[src/sv/pbe_pkg.sv]
// Shared types, codes and helpers for the paged bitmap engine.
// No dependencies; every other file refers to this package by scoped names.
`default_nettype none
package pbe_pkg;

    localparam int PAGE_BITS_LOG2_DEF = 12;
    localparam int PAGE_COUNT_DEF     = 64;

    localparam int ACT_W = 4;
    localparam int IDX_W = 18;
    localparam int END_W = 19;
    localparam int CNT_W = 19;
    localparam logic [CNT_W-1:0] CNT_RESET = 19'd262144;

    // action codes
    localparam logic [ACT_W-1:0] ACT_SET         = 4'd0;
    localparam logic [ACT_W-1:0] ACT_CLEAR       = 4'd1;
    localparam logic [ACT_W-1:0] ACT_TEST        = 4'd2;
    localparam logic [ACT_W-1:0] ACT_SET_RANGE   = 4'd3;
    localparam logic [ACT_W-1:0] ACT_CLEAR_RANGE = 4'd4;
    localparam logic [ACT_W-1:0] ACT_TEST_SET    = 4'd5;
    localparam logic [ACT_W-1:0] ACT_TEST_CLEAR  = 4'd6;
    localparam logic [ACT_W-1:0] ACT_FIND_CLEAR  = 4'd7;
    localparam logic [ACT_W-1:0] ACT_SET_ALL     = 4'd8;
    localparam logic [ACT_W-1:0] ACT_CLEAR_ALL   = 4'd9;

    // page summary codes
    localparam logic [1:0] SUM_CLEAR = 2'd0;
    localparam logic [1:0] SUM_SET   = 2'd1;
    localparam logic [1:0] SUM_MIXED = 2'd2;

    typedef struct packed {
        logic [ACT_W-1:0] action;
        logic [IDX_W-1:0] start_index;
        logic [END_W-1:0] end_index;
    } t_item;

    typedef struct packed {
        logic             status;
        logic             answer_flag;
        logic [IDX_W-1:0] found_index;
    } t_result;

    typedef enum logic [3:0] {
        ST_IDLE, ST_DECODE, ST_ALL, ST_PG_RD, ST_PG_EVAL, ST_W_RD, ST_W_WR,
        ST_W_CHK, ST_SUM_WR, ST_NEXT, ST_FIN, ST_RESULT
    } t_state;

    typedef struct packed {
        logic load;
        logic all_op;
        logic page_init;
        logic page_next;
        logic sum_rd;
        logic sum_wr_want;
        logic sum_wr_norm;
        logic hit_cap;
        logic word_init;
        logic word_next;
        logic word_rd;
        logic word_wr;
        logic word_chk;
        logic finish;
    } t_cmd;

    typedef struct packed {
        logic bad;
        logic empty;
        logic is_all;
        logic is_write;
        logic full_page;
        logic eq_want;
        logic mixed;
        logic hit;
        logic word_last;
        logic word_hit;
        logic page_last;
    } t_stat;

    // index of lowest set bit (0 when none)
    function automatic logic [5:0] lowest_set(input logic [63:0] x);
        logic [5:0] n;
        n = '0;
        for (int i = 63; i >= 0; i--) begin
            if (x[i]) n = 6'(i);
        end
        return n;
    endfunction

endpackage
`default_nettype wire

[src/sv/pbe_ctrl.sv]
// Sequencer for the paged bitmap engine: walks pages and words.
// Depends on pbe_pkg (state enum, command and status structs).
`default_nettype none
module pbe_ctrl (
    input  wire logic          i_clk,
    input  wire logic          i_rst_n,
    input  wire logic          start,
    input  wire pbe_pkg::t_stat i_stat,
    output pbe_pkg::t_cmd      o_cmd,
    output logic               busy,
    output logic               o_done
);

    pbe_pkg::t_state r_state, n_state;

    always_ff @(posedge i_clk) begin
        if (!i_rst_n) r_state <= pbe_pkg::ST_IDLE;
        else          r_state <= n_state;
    end

    always_comb begin
        n_state = r_state;
        case (r_state)
            pbe_pkg::ST_IDLE:    if (start) n_state = pbe_pkg::ST_DECODE;
            pbe_pkg::ST_DECODE: begin
                if (i_stat.bad)         n_state = pbe_pkg::ST_FIN;
                else if (i_stat.is_all) n_state = pbe_pkg::ST_ALL;
                else if (i_stat.empty)  n_state = pbe_pkg::ST_FIN;
                else                    n_state = pbe_pkg::ST_PG_RD;
            end
            pbe_pkg::ST_ALL:     n_state = pbe_pkg::ST_FIN;
            pbe_pkg::ST_PG_RD:   n_state = pbe_pkg::ST_PG_EVAL;
            pbe_pkg::ST_PG_EVAL: begin
                if (i_stat.is_write) begin
                    if (i_stat.full_page || i_stat.eq_want) n_state = pbe_pkg::ST_NEXT;
                    else                                    n_state = pbe_pkg::ST_W_RD;
                end else begin
                    if (i_stat.mixed)    n_state = pbe_pkg::ST_W_RD;
                    else if (i_stat.hit) n_state = pbe_pkg::ST_FIN;
                    else                 n_state = pbe_pkg::ST_NEXT;
                end
            end
            pbe_pkg::ST_W_RD:
                n_state = i_stat.is_write ? pbe_pkg::ST_W_WR : pbe_pkg::ST_W_CHK;
            pbe_pkg::ST_W_WR:
                n_state = i_stat.word_last ? pbe_pkg::ST_SUM_WR : pbe_pkg::ST_W_RD;
            pbe_pkg::ST_SUM_WR:  n_state = pbe_pkg::ST_NEXT;
            pbe_pkg::ST_W_CHK: begin
                if (i_stat.word_hit)       n_state = pbe_pkg::ST_FIN;
                else if (i_stat.word_last) n_state = pbe_pkg::ST_NEXT;
                else                       n_state = pbe_pkg::ST_W_RD;
            end
            pbe_pkg::ST_NEXT:
                n_state = i_stat.page_last ? pbe_pkg::ST_FIN : pbe_pkg::ST_PG_RD;
            pbe_pkg::ST_FIN:     n_state = pbe_pkg::ST_RESULT;
            pbe_pkg::ST_RESULT:  n_state = pbe_pkg::ST_IDLE;
            default:             n_state = pbe_pkg::ST_IDLE;
        endcase
    end

    always_comb begin
        o_cmd  = '0;
        busy   = (r_state != pbe_pkg::ST_IDLE);
        o_done = (r_state == pbe_pkg::ST_RESULT);
        case (r_state)
            pbe_pkg::ST_IDLE:    o_cmd.load = start;
            pbe_pkg::ST_DECODE:  o_cmd.page_init = 1'b1;
            pbe_pkg::ST_ALL:     o_cmd.all_op = 1'b1;
            pbe_pkg::ST_PG_RD:   o_cmd.sum_rd = 1'b1;
            pbe_pkg::ST_PG_EVAL: begin
                if (i_stat.is_write) begin
                    if (i_stat.full_page)     o_cmd.sum_wr_want = 1'b1;
                    else if (!i_stat.eq_want) o_cmd.word_init = 1'b1;
                end else begin
                    if (i_stat.mixed)    o_cmd.word_init = 1'b1;
                    else if (i_stat.hit) o_cmd.hit_cap = 1'b1;
                end
            end
            pbe_pkg::ST_W_RD:    o_cmd.word_rd = 1'b1;
            pbe_pkg::ST_W_WR: begin
                o_cmd.word_wr   = 1'b1;
                o_cmd.word_next = !i_stat.word_last;
            end
            pbe_pkg::ST_SUM_WR:  o_cmd.sum_wr_norm = 1'b1;
            pbe_pkg::ST_W_CHK: begin
                o_cmd.word_chk  = 1'b1;
                o_cmd.word_next = !i_stat.word_hit && !i_stat.word_last;
            end
            pbe_pkg::ST_NEXT:    o_cmd.page_next = !i_stat.page_last;
            pbe_pkg::ST_FIN:     o_cmd.finish = 1'b1;
            pbe_pkg::ST_RESULT:  o_cmd = '0;
            default:             o_cmd = '0;
        endcase
    end

endmodule
`default_nettype wire

[config.mk]
export PLATFORM = sky130hd
export DESIGN_NAME = pbe_ctrl
export DESIGN_NICKNAME = d
export VERILOG_FILES = /design/src/sv/pbe_pkg.sv /design/src/sv/pbe_ctrl.sv
export SDC_FILE = /design/constraint.sdc
export NUM_CORES = 1
export LEC_CHECK = 0
export BUFFER_PORTS_ARGS = -buffer_cell sky130_fd_sc_hd__buf_2
export CORE_AREA = 2 2 39 41
export CTS_CLUSTER_DIAMETER = 60
export DETAILED_ROUTE_END_ITERATION = 6
export DIE_AREA = 0 0 41 43
export GPL_TIMING_DRIVEN = 0
export HOLD_SLACK_MARGIN = 0.02
export PLACE_DENSITY = 0.82
export SLEW_MARGIN = 10
export SYNTH_ARGS = -nofsm -noshare
export SYNTH_HDL_FRONTEND = slang
export SYNTH_SLANG_ARGS = --single-unit
export TNS_END_PERCENT = 5
[constraint.sdc]
create_clock -name i_clk -period 1.5 [get_ports i_clk]
set_input_delay 0.15 -clock i_clk [delete_from_list [all_inputs] [get_ports i_clk]]
set_output_delay 0.15 -clock i_clk [all_outputs]
set_load 0.03 [all_outputs]
== Word level (Yosys, flattened, before mapping) ==
Index checks and enable logic that the tools add are counted.
Operators by class
  bitwise gates (word level): 0
  magnitude comparators: 0
  multiply operators: 0
  shift-type cells: 0
  reductions and logical operators: 7
  add/sub/neg operators: 0
  div/mod/pow operators: 0
  mux-type cells: 36
  equality and inequality tests: 12
Operators by type and width (number)
  $mux W4: 11
  $pmux W4 S11: 1
  $mux W1: 21
  $eq A4 B3 Y1 const B: 4
  $eq A4 B4 Y1 const B: 4
  $eq A4 B2 Y1 const B: 2
  $eq A4 B1 Y1 const B: 1
  $logic_not A4 Y1: 1
  $mux W2: 2
  $reduce_bool A4 Y1: 1
  $logic_not A1 Y1: 3
  $ne A2 B2 Y1 const B: 1
  $pmux W1 S2: 1
  $logic_and A1 B1 Y1: 1
  $logic_or A1 B1 Y1: 1
Word-level totals
  input bits: 14
  memory bits (writable): 0
  logic and storage cells: 56
  latch bits: 0
  bits in read-only memories: 0
  memories: 0
  register bits: 4

== Longest topological paths before layout ==
Gate-level depths: netlist of the first run.
  depth after elaboration: 4
  mapped depth: 5
  gate-level depth less buffers: 4

== Least setup slack after synthesis of the first run ==
OpenSTA, ideal clock, no wires.
  path kind: reg-to-output
  from: reg r_state[1]
  to: out o_cmd[4] (netlist name)
  path slack: -802 ps
  arrival: 2152 ps
  cell stages (with the launch flop): 4
  data required time: 1350 ps
  cell sequence: dfxtp_1 > buf_4 > inv_2 > a2111oi_0
RTL lines
  from (decl): line pbe_ctrl.sv:14  | pbe_pkg::t_state r_state, n_state;
  from (signal assigned): line pbe_ctrl.sv:17  | if (!i_rst_n) r_state <= pbe_pkg::ST_IDLE;
  from (signal assigned): line pbe_ctrl.sv:18  | else r_state <= n_state;
  to (decl): line pbe_ctrl.sv:9  | output pbe_pkg::t_cmd o_cmd,

==> results of run 1 <==
[cells in the mapped netlist]
| cell type | number | area [um2] |
|---|---|---|
| or4_4 | 1 | 11.3 |
| nor3_2 | 1 | 10.0 |
| a2111oi_0 | 1 | 8.76 |
| nand2_1 | 4 | 15.0 |
| a21bo_1 | 1 | 10.0 |
| a31oi_1 | 1 | 6.26 |
| a221oi_2 | 1 | 15.0 |
| o22ai_1 | 1 | 6.26 |
| o21ai_1 | 2 | 10.0 |
| nand2b_2 | 2 | 17.5 |
| nand2b_1 | 4 | 25.0 |
| nor2_1 | 11 | 41.3 |
| a32oi_1 | 1 | 8.76 |
| and2_1 | 2 | 12.5 |
| buf_4 | 1 | 7.51 |
| nor2b_1 | 3 | 18.8 |
| o21a_1 | 2 | 15.0 |
| a21oi_1 | 3 | 15.0 |
| or2b_1 | 1 | 7.51 |
| nor4_1 | 1 | 6.26 |
| nor3b_1 | 2 | 15.0 |
| mux2i_1 | 2 | 20.0 |
| buf_2 | 3 | 15.0 |
| a22oi_1 | 1 | 7.51 |
| inv_2 | 1 | 3.75 |
| nand3b_1 | 1 | 7.51 |
| nor3_1 | 5 | 25.0 |
| inv_1 | 1 | 3.75 |
| dfxtp_1 | 4 | 80.1 |
| o21ai_0 | 4 | 20.0 |
| and3_1 | 3 | 18.8 |
| nand3_1 | 1 | 5.00 |
| o41a_1 | 1 | 11.3 |
[cells by family after synthesis]
family                 share of synthesized area [%]
AND/OR/NAND/NOR                                 47.2
AO/OA/AOI/OAI                                   26.8
buffers and inverters                           6.00
flip-flops                                      16.0
multiplexers                                    4.00
[metal layers]
layer | up-vias | track usage (%)
met3 | 0 | 1.57
met2 | 24 | 31.9
met1 | 318 | 21.0
li1 | 334 | -
met5 | - | 0
met4 | 0 | 8.00
[worst register-to-register path: stages (launching register included)]
cell and delay, ns:
dfxtp_2 0.33, or4_4 0.53, a221oi_2 0.22, o41a_1 0.16
[cell usage in the layout, fill, tap and decap left out, drive strengths merged, types with 2 or more instances in the layout]
cell	count
nor2b	3
nor2	11
nand2b	6
dfxtp	4
clkbuf	4
inv	2
nand2	4
and2	2
nor3	6
mux2i	2
o21a	2
a21oi	3
and3	3
o21ai	6
buf	33
nor3b	2
[power by group]
group	switching, uW	internal [uW]	total (uW)
combinational	463	329	792
clock	43.8	89.5	133
sequential	62.2	150	213
total	569	569	1140
[through the flow]
step                utilization [%]  area, um2
floorplan                         -        507
global placement               48.6        672
detailed placement             48.6        672
CTS                            51.4        712
global route                   55.6        769
finish                         55.6        769
[final timing paths]
check                                from                      end  slack [ns]  cells past startpoint
setup / recovery  r_state[3]$_SDFFE_PN0P_                o_cmd[10]        0.03                      3
hold / removal                    i_rst_n  r_state[3]$_SDFFE_PN0P_        0.17                      3
setup reg to reg  r_state[3]$_SDFFE_PN0P_  r_state[0]$_SDFFE_PN0P_        0.18                      3
hold reg to reg   r_state[0]$_SDFFE_PN0P_  r_state[3]$_SDFFE_PN0P_        0.65                      3
[repair_timing]
action / CTS / global route
endpoints found under the setup margin: 10 / 14
resized for setup: 8 / 16
buffers inserted: 0 / 1
[layout make-up]
| type | count | area [um2] | area share [%] |
|---|---|---|---|
| plain buffers | 4 | 32.5 | 4.23 |
| multi-input cells | 63 | 427 | 55.4 |
| well taps | 16 | 20.0 | 2.60 |
| clock buffers | 3 | 22.5 | 2.93 |
| repair buffers | 30 | 173 | 22.4 |
| inverters | 2 | 7.51 | 0.976 |
| flip-flops and latches | 4 | 87.6 | 11.4 |
==> results.sh, run 1 <==
export IMPL_hold_viol_final=0
export IMPL_critPathSlowestCell="dfxtp_2"
export IMPL_holdWs_ns=0.166
export IMPL_rows=14
export IMPL_gp_congestion=0.787
export IMPL_cp_required_ns=1.35
export IMPL_clock_latency_ns=0.23
export IMPL_drc=0
export IMPL_synth_sequential_area_ratio_pct=16.0
export IMPL_largest_register_ffs=4
export IMPL_ant_nets=0
export IMPL_reg_largest_list="r_state x4"
export IMPL_skew_ns=0.00581
export IMPL_ios=30
export IMPL_drt_total_wl_um=1560
export IMPL_min_period_ns=1.47
export IMPL_areaGrowthSynthToFinish_pct=53.8
export IMPL_finalPower_uw=1140
export IMPL_crit_chain="or2b_4, nor3_2, buf_4"
export IMPL_antenna_found_initial=0
export IMPL_drtIter0Drc=24
export IMPL_largest_register="r_state"
export IMPL_root_buffer="clkbuf_4"
export IMPL_vdd_ir_drop_max_mv=0.868
export IMPL_clkTransAtPathRegs_ns=0.04
export IMPL_max_freq_mhz=683
export IMPL_end_kind="primary output"
export IMPL_synth_fp_nets=87
export IMPL_viasPerCell=5.54
export IMPL_rsz0062_at_grt="true"
export IMPL_wl_met3_um=94
export IMPL_gr_total_overflow=0
export IMPL_crit_type="reg2out"
export IMPL_grt_max_degree=11
export IMPL_n_antenna_cell=0
export IMPL_critical_path_arrival_ns=1.32
export IMPL_setup_violations_final=0
export IMPL_yosys_warnings=0
export IMPL_dieArea_mm2=0.00176
export IMPL_die_h_um=43
export IMPL_worst_pin_slew_ns=0.365
export IMPL_grt_pass1_wl_um=2260
export IMPL_drv_slew=0
export IMPL_cp_num_buf_inv=1
export IMPL_highest_layer="met3"
export IMPL_cts_sinks=4
export IMPL_synth_cell_types=33
export IMPL_wirelength_met1_um=574
export IMPL_fillCellCount=131
export IMPL_fin_ws_ns=0.0349
export IMPL_worstPathMaxFanout=5
export IMPL_start_util_pct=36.2
export IMPL_wl_met2_um=890
export IMPL_pre_cts_ws_ns=0.124
export IMPL_syn_area_um2=500
export IMPL_power_density_mw_per_mm2=1480
export IMPL_cts_made_buffers=3
export IMPL_drive_above_1_share_pct=50.0
export IMPL_crit_path_start_kind="flip-flop"
export IMPL_vias=676
export IMPL_max_cap_violations=0
export IMPL_final_setup_tns_ns=0
export IMPL_power_leakage_uw=0.000348
export IMPL_synthCells=73
export IMPL_wl_per_cell_um=12.8
export IMPL_instances_no_fill=122
export IMPL_syn_avg_cell_area_um2=6.86
export IMPL_status="finished, final reports clean"
export IMPL_final_net_count=122
export IMPL_cts_tree="done"
export IMPL_hold_buffers=0
export IMPL_hpwl_um=1130
export IMPL_hold_path_class="in2reg"
export IMPL_clockBufferDepth=2
export IMPL_die_x_um=41
export IMPL_crit_family="simple AND/OR/NAND/NOR gates"
export IMPL_grt_usage_pct=18.3
export IMPL_max_slew_margin_rel_pct=75.6
export IMPL_h_tree_depth=1
export IMPL_grt_pass1_vias=559
export IMPL_first_pass_iters=4
export IMPL_place_port_buffers=29
export IMPL_core_mm2=0.00138
export IMPL_yosys_register_bits=4
export IMPL_dp_cells=118
export IMPL_slowest_delay_ns=0.35
export IMPL_fin_crit_sh_pct=97.7
Power figures use the tool's default switching activity.
==> inputs of run 2 (changes only) <==
--- a/config.mk
+++ b/config.mk
@@ -7,12 +7,14 @@
 export LEC_CHECK = 0
 export BUFFER_PORTS_ARGS = -buffer_cell sky130_fd_sc_hd__buf_2
 export CORE_AREA = 2 2 39 41
+export CTS_BUF_LIST = sky130_fd_sc_hd__clkbuf_16
 export CTS_CLUSTER_DIAMETER = 60
 export DETAILED_ROUTE_END_ITERATION = 6
 export DIE_AREA = 0 0 41 43
 export GPL_TIMING_DRIVEN = 0
 export HOLD_SLACK_MARGIN = 0.02
 export PLACE_DENSITY = 0.82
+export SETUP_SLACK_MARGIN = 0.4
 export SLEW_MARGIN = 10
 export SYNTH_ARGS = -nofsm -noshare
 export SYNTH_HDL_FRONTEND = slang
==> run 2 against run 1 <==
Sequential share of layout area is 1.9 points lower. Critical endpoint is now o_cmd[8]. Sequential power rose by 3%. Global-route usage rose by 2.9 points. Count of clock-buffer cells in the layout did not move. Clock power rose to 3.1 times the previous value. Fmax grew 4.2%. Worst setup slack better by 0.059 ns. First-iteration DRC count shrank 54%. Final cell count grew 2.5%. Register-to-register slack lost 0.04 ns.
==> results.sh, run 2 (same netlist as run 1, synthesis figures left out) <==
export IMPL_grt_pass1_vias=678
export IMPL_instances_no_fill=125
export IMPL_slowest_delay_ns=0.35
export IMPL_max_slew_margin_rel_pct=76.4
export IMPL_worst_pin_slew_ns=0.353
export IMPL_reg2reg_to="r_state[0]$_SDFFE_PN0P_"
export IMPL_worstPathMaxFanout=8
export IMPL_max_freq_mhz=711
export IMPL_clock_latency_ns=0.22
export IMPL_reg_largest_list="r_state x4"
export IMPL_die_h_um=43
export IMPL_cts_made_buffers=3
export IMPL_first_pass_iters=4
export IMPL_rsz0062_at_grt="true"
export IMPL_cp_required_ns=1.35
export IMPL_dieArea_mm2=0.00176
export IMPL_drc=0
export IMPL_hpwl_um=1200
export IMPL_die_x_um=41
export IMPL_power_density_mw_per_mm2=1620
export IMPL_rr_startpoint="r_state[1]$_SDFFE_PN0P_"
export IMPL_h_tree_depth=1
export IMPL_largest_register="r_state"
export IMPL_grt_max_degree=11
export IMPL_place_port_buffers=29
export IMPL_wirelength_met1_um=688
export IMPL_final_setup_tns_ns=0
export IMPL_final_cell_mix="21 x buf_2, 9 x buf_4, 6 x buf_6, 6 x nor2_1, 5 x nor3_4"
export IMPL_finalPower_uw=1580
export IMPL_final_net_count=125
export IMPL_wl_per_cell_um=13.4
export IMPL_highest_layer="met4"
export IMPL_viasPerCell=5.42
export IMPL_min_period_ns=1.41
export IMPL_wl_met3_um=69
export IMPL_critPathSlowestCell="dfxtp_4"
export IMPL_start_util_pct=36.2
export IMPL_grt_usage_pct=21.2
export IMPL_vdd_ir_drop_max_mv=1.32
export IMPL_hold_end="r_state[3]$_SDFFE_PN0P_"
export IMPL_areaGrowthSynthToFinish_pct=94.8
export IMPL_root_buffer="clkbuf_16"
export IMPL_setup_violations_final=0
export IMPL_final_common_cell="buf_2"
export IMPL_crit_type="reg2out"
export IMPL_max_cap_violations=0
export IMPL_ff2ff_setup_slack_ns=0.14
export IMPL_largest_register_ffs=4
export IMPL_hp_start="i_rst_n"
export IMPL_end_kind="primary output"
export IMPL_drt_total_wl_um=1680
export IMPL_fin_crit_sh_pct=93.7
export IMPL_crit_chain="buf_8, nor3_4, and3_4, buf_6"
export IMPL_hold_buffers=0
export IMPL_hold_viol_final=0
export IMPL_drive_above_1_share_pct=61.5
export IMPL_power_leakage_uw=0.000400
export IMPL_cts_sinks=4
export IMPL_cts_tree="done"
export IMPL_drtIter0Drc=11
export IMPL_gp_congestion=0.824
export IMPL_crit_path_start_kind="flip-flop"
export IMPL_dp_cells=118
export IMPL_wl_met2_um=899
export IMPL_critical_path_arrival_ns=1.26
export IMPL_vias=677
export IMPL_clkTransAtPathRegs_ns=0.03
export IMPL_rows=14
export IMPL_min_path_cells=3
export IMPL_drv_slew=0
export IMPL_pre_cts_ws_ns=0.109
export IMPL_fin_ws_ns=0.0941
export IMPL_grt_pass1_wl_um=2620
export IMPL_hold_path_class="in2reg"
export IMPL_rr_worst_depth=5
export IMPL_antenna_found_initial=0
export IMPL_holdWs_ns=0.179
export IMPL_ant_nets=0
export IMPL_n_antenna_cell=0
export IMPL_ios=30
export IMPL_core_mm2=0.00138
export IMPL_gr_total_overflow=0
export IMPL_status="finished, final reports clean"
export IMPL_clockBufferDepth=2
export IMPL_skew_ns=0.00109
[run 2: where the power goes]
| group | switching [uW] | internal [uW] | leakage, uW |
|---|---|---|---|
| clock | 67.6 | 340 | 0.0000370 |
| sequential | 64.2 | 155 | 0.0000353 |
| combinational | 555 | 401 | 0.000328 |
| total | 687 | 896 | 0.000400 |
[run 2: area by class of cell]
class | instances | area, um2
plain buffers | 4 | 42.5
well taps | 16 | 20.0
fillers | 103 | 409
multi-input cells | 63 | 522
flip-flops and latches | 4 | 92.6
clock buffers | 3 | 75.1
inverters | 2 | 10.0
repair buffers | 33 | 213
[run 2: metal layers]
| layer | vias up | GRT usage (%) |
|---|---|---|
| met5 | - | 0 |
| met4 | 0 | 13.3 |
| met3 | 2 | 2.09 |
| met2 | 21 | 35.3 |
| met1 | 315 | 23.9 |
| li1 | 339 | - |
[run 2: worst max path at each step]
stage / start / end / cells past startpoint / slack, ns
global placement: r_state[0]$_SDFFE_PN0P_ / r_state[1]$_SDFFE_PN0P_ / 4 / 0.13
finish: r_state[1]$_SDFFE_PN0P_ / o_cmd[8] / 4 / 0.09
CTS: r_state[3]$_SDFFE_PN0P_ / o_cmd[4] / 3 / 0.11
floorplan: r_state[3]$_SDFFE_PN0P_ / r_state[0]$_SDFFE_PN0P_ / 3 / 0.26
detailed placement: r_state[0]$_SDFFE_PN0P_ / r_state[1]$_SDFFE_PN0P_ / 4 / 0.11
global route: r_state[3]$_SDFFE_PN0P_ / o_cmd[10] / 3 / 0.04
[run 2: metrics by stage]
| stage | util [%] | instance area [um2] |
|---|---|---|
| 2_1_floorplan | - | 618 |
| 3_3_place_gp | 56.6 | 783 |
| 3_5_place_dp | 56.6 | 783 |
| 4_1_cts | 69.4 | 961 |
| 5_1_grt | 70.4 | 975 |
| 6_report | 70.4 | 975 |
[run 2: timing repair]
item,in CTS,in global routing
resized for setup,23,4
setup buffers,4,0
pin swaps,3,1
endpoints found under the setup margin,20,20
endpoints found under the hold margin,0,0
[run 2: worst max-delay path, delay by kind of cell (launching register included)]
| family | cells | cell delay (ns) |
|---|---|---|
| AND/OR/NAND/NOR | 2 | 0.41 |
| flip-flops | 1 | 0.35 |
| buffers and inverters | 2 | 0.27 |
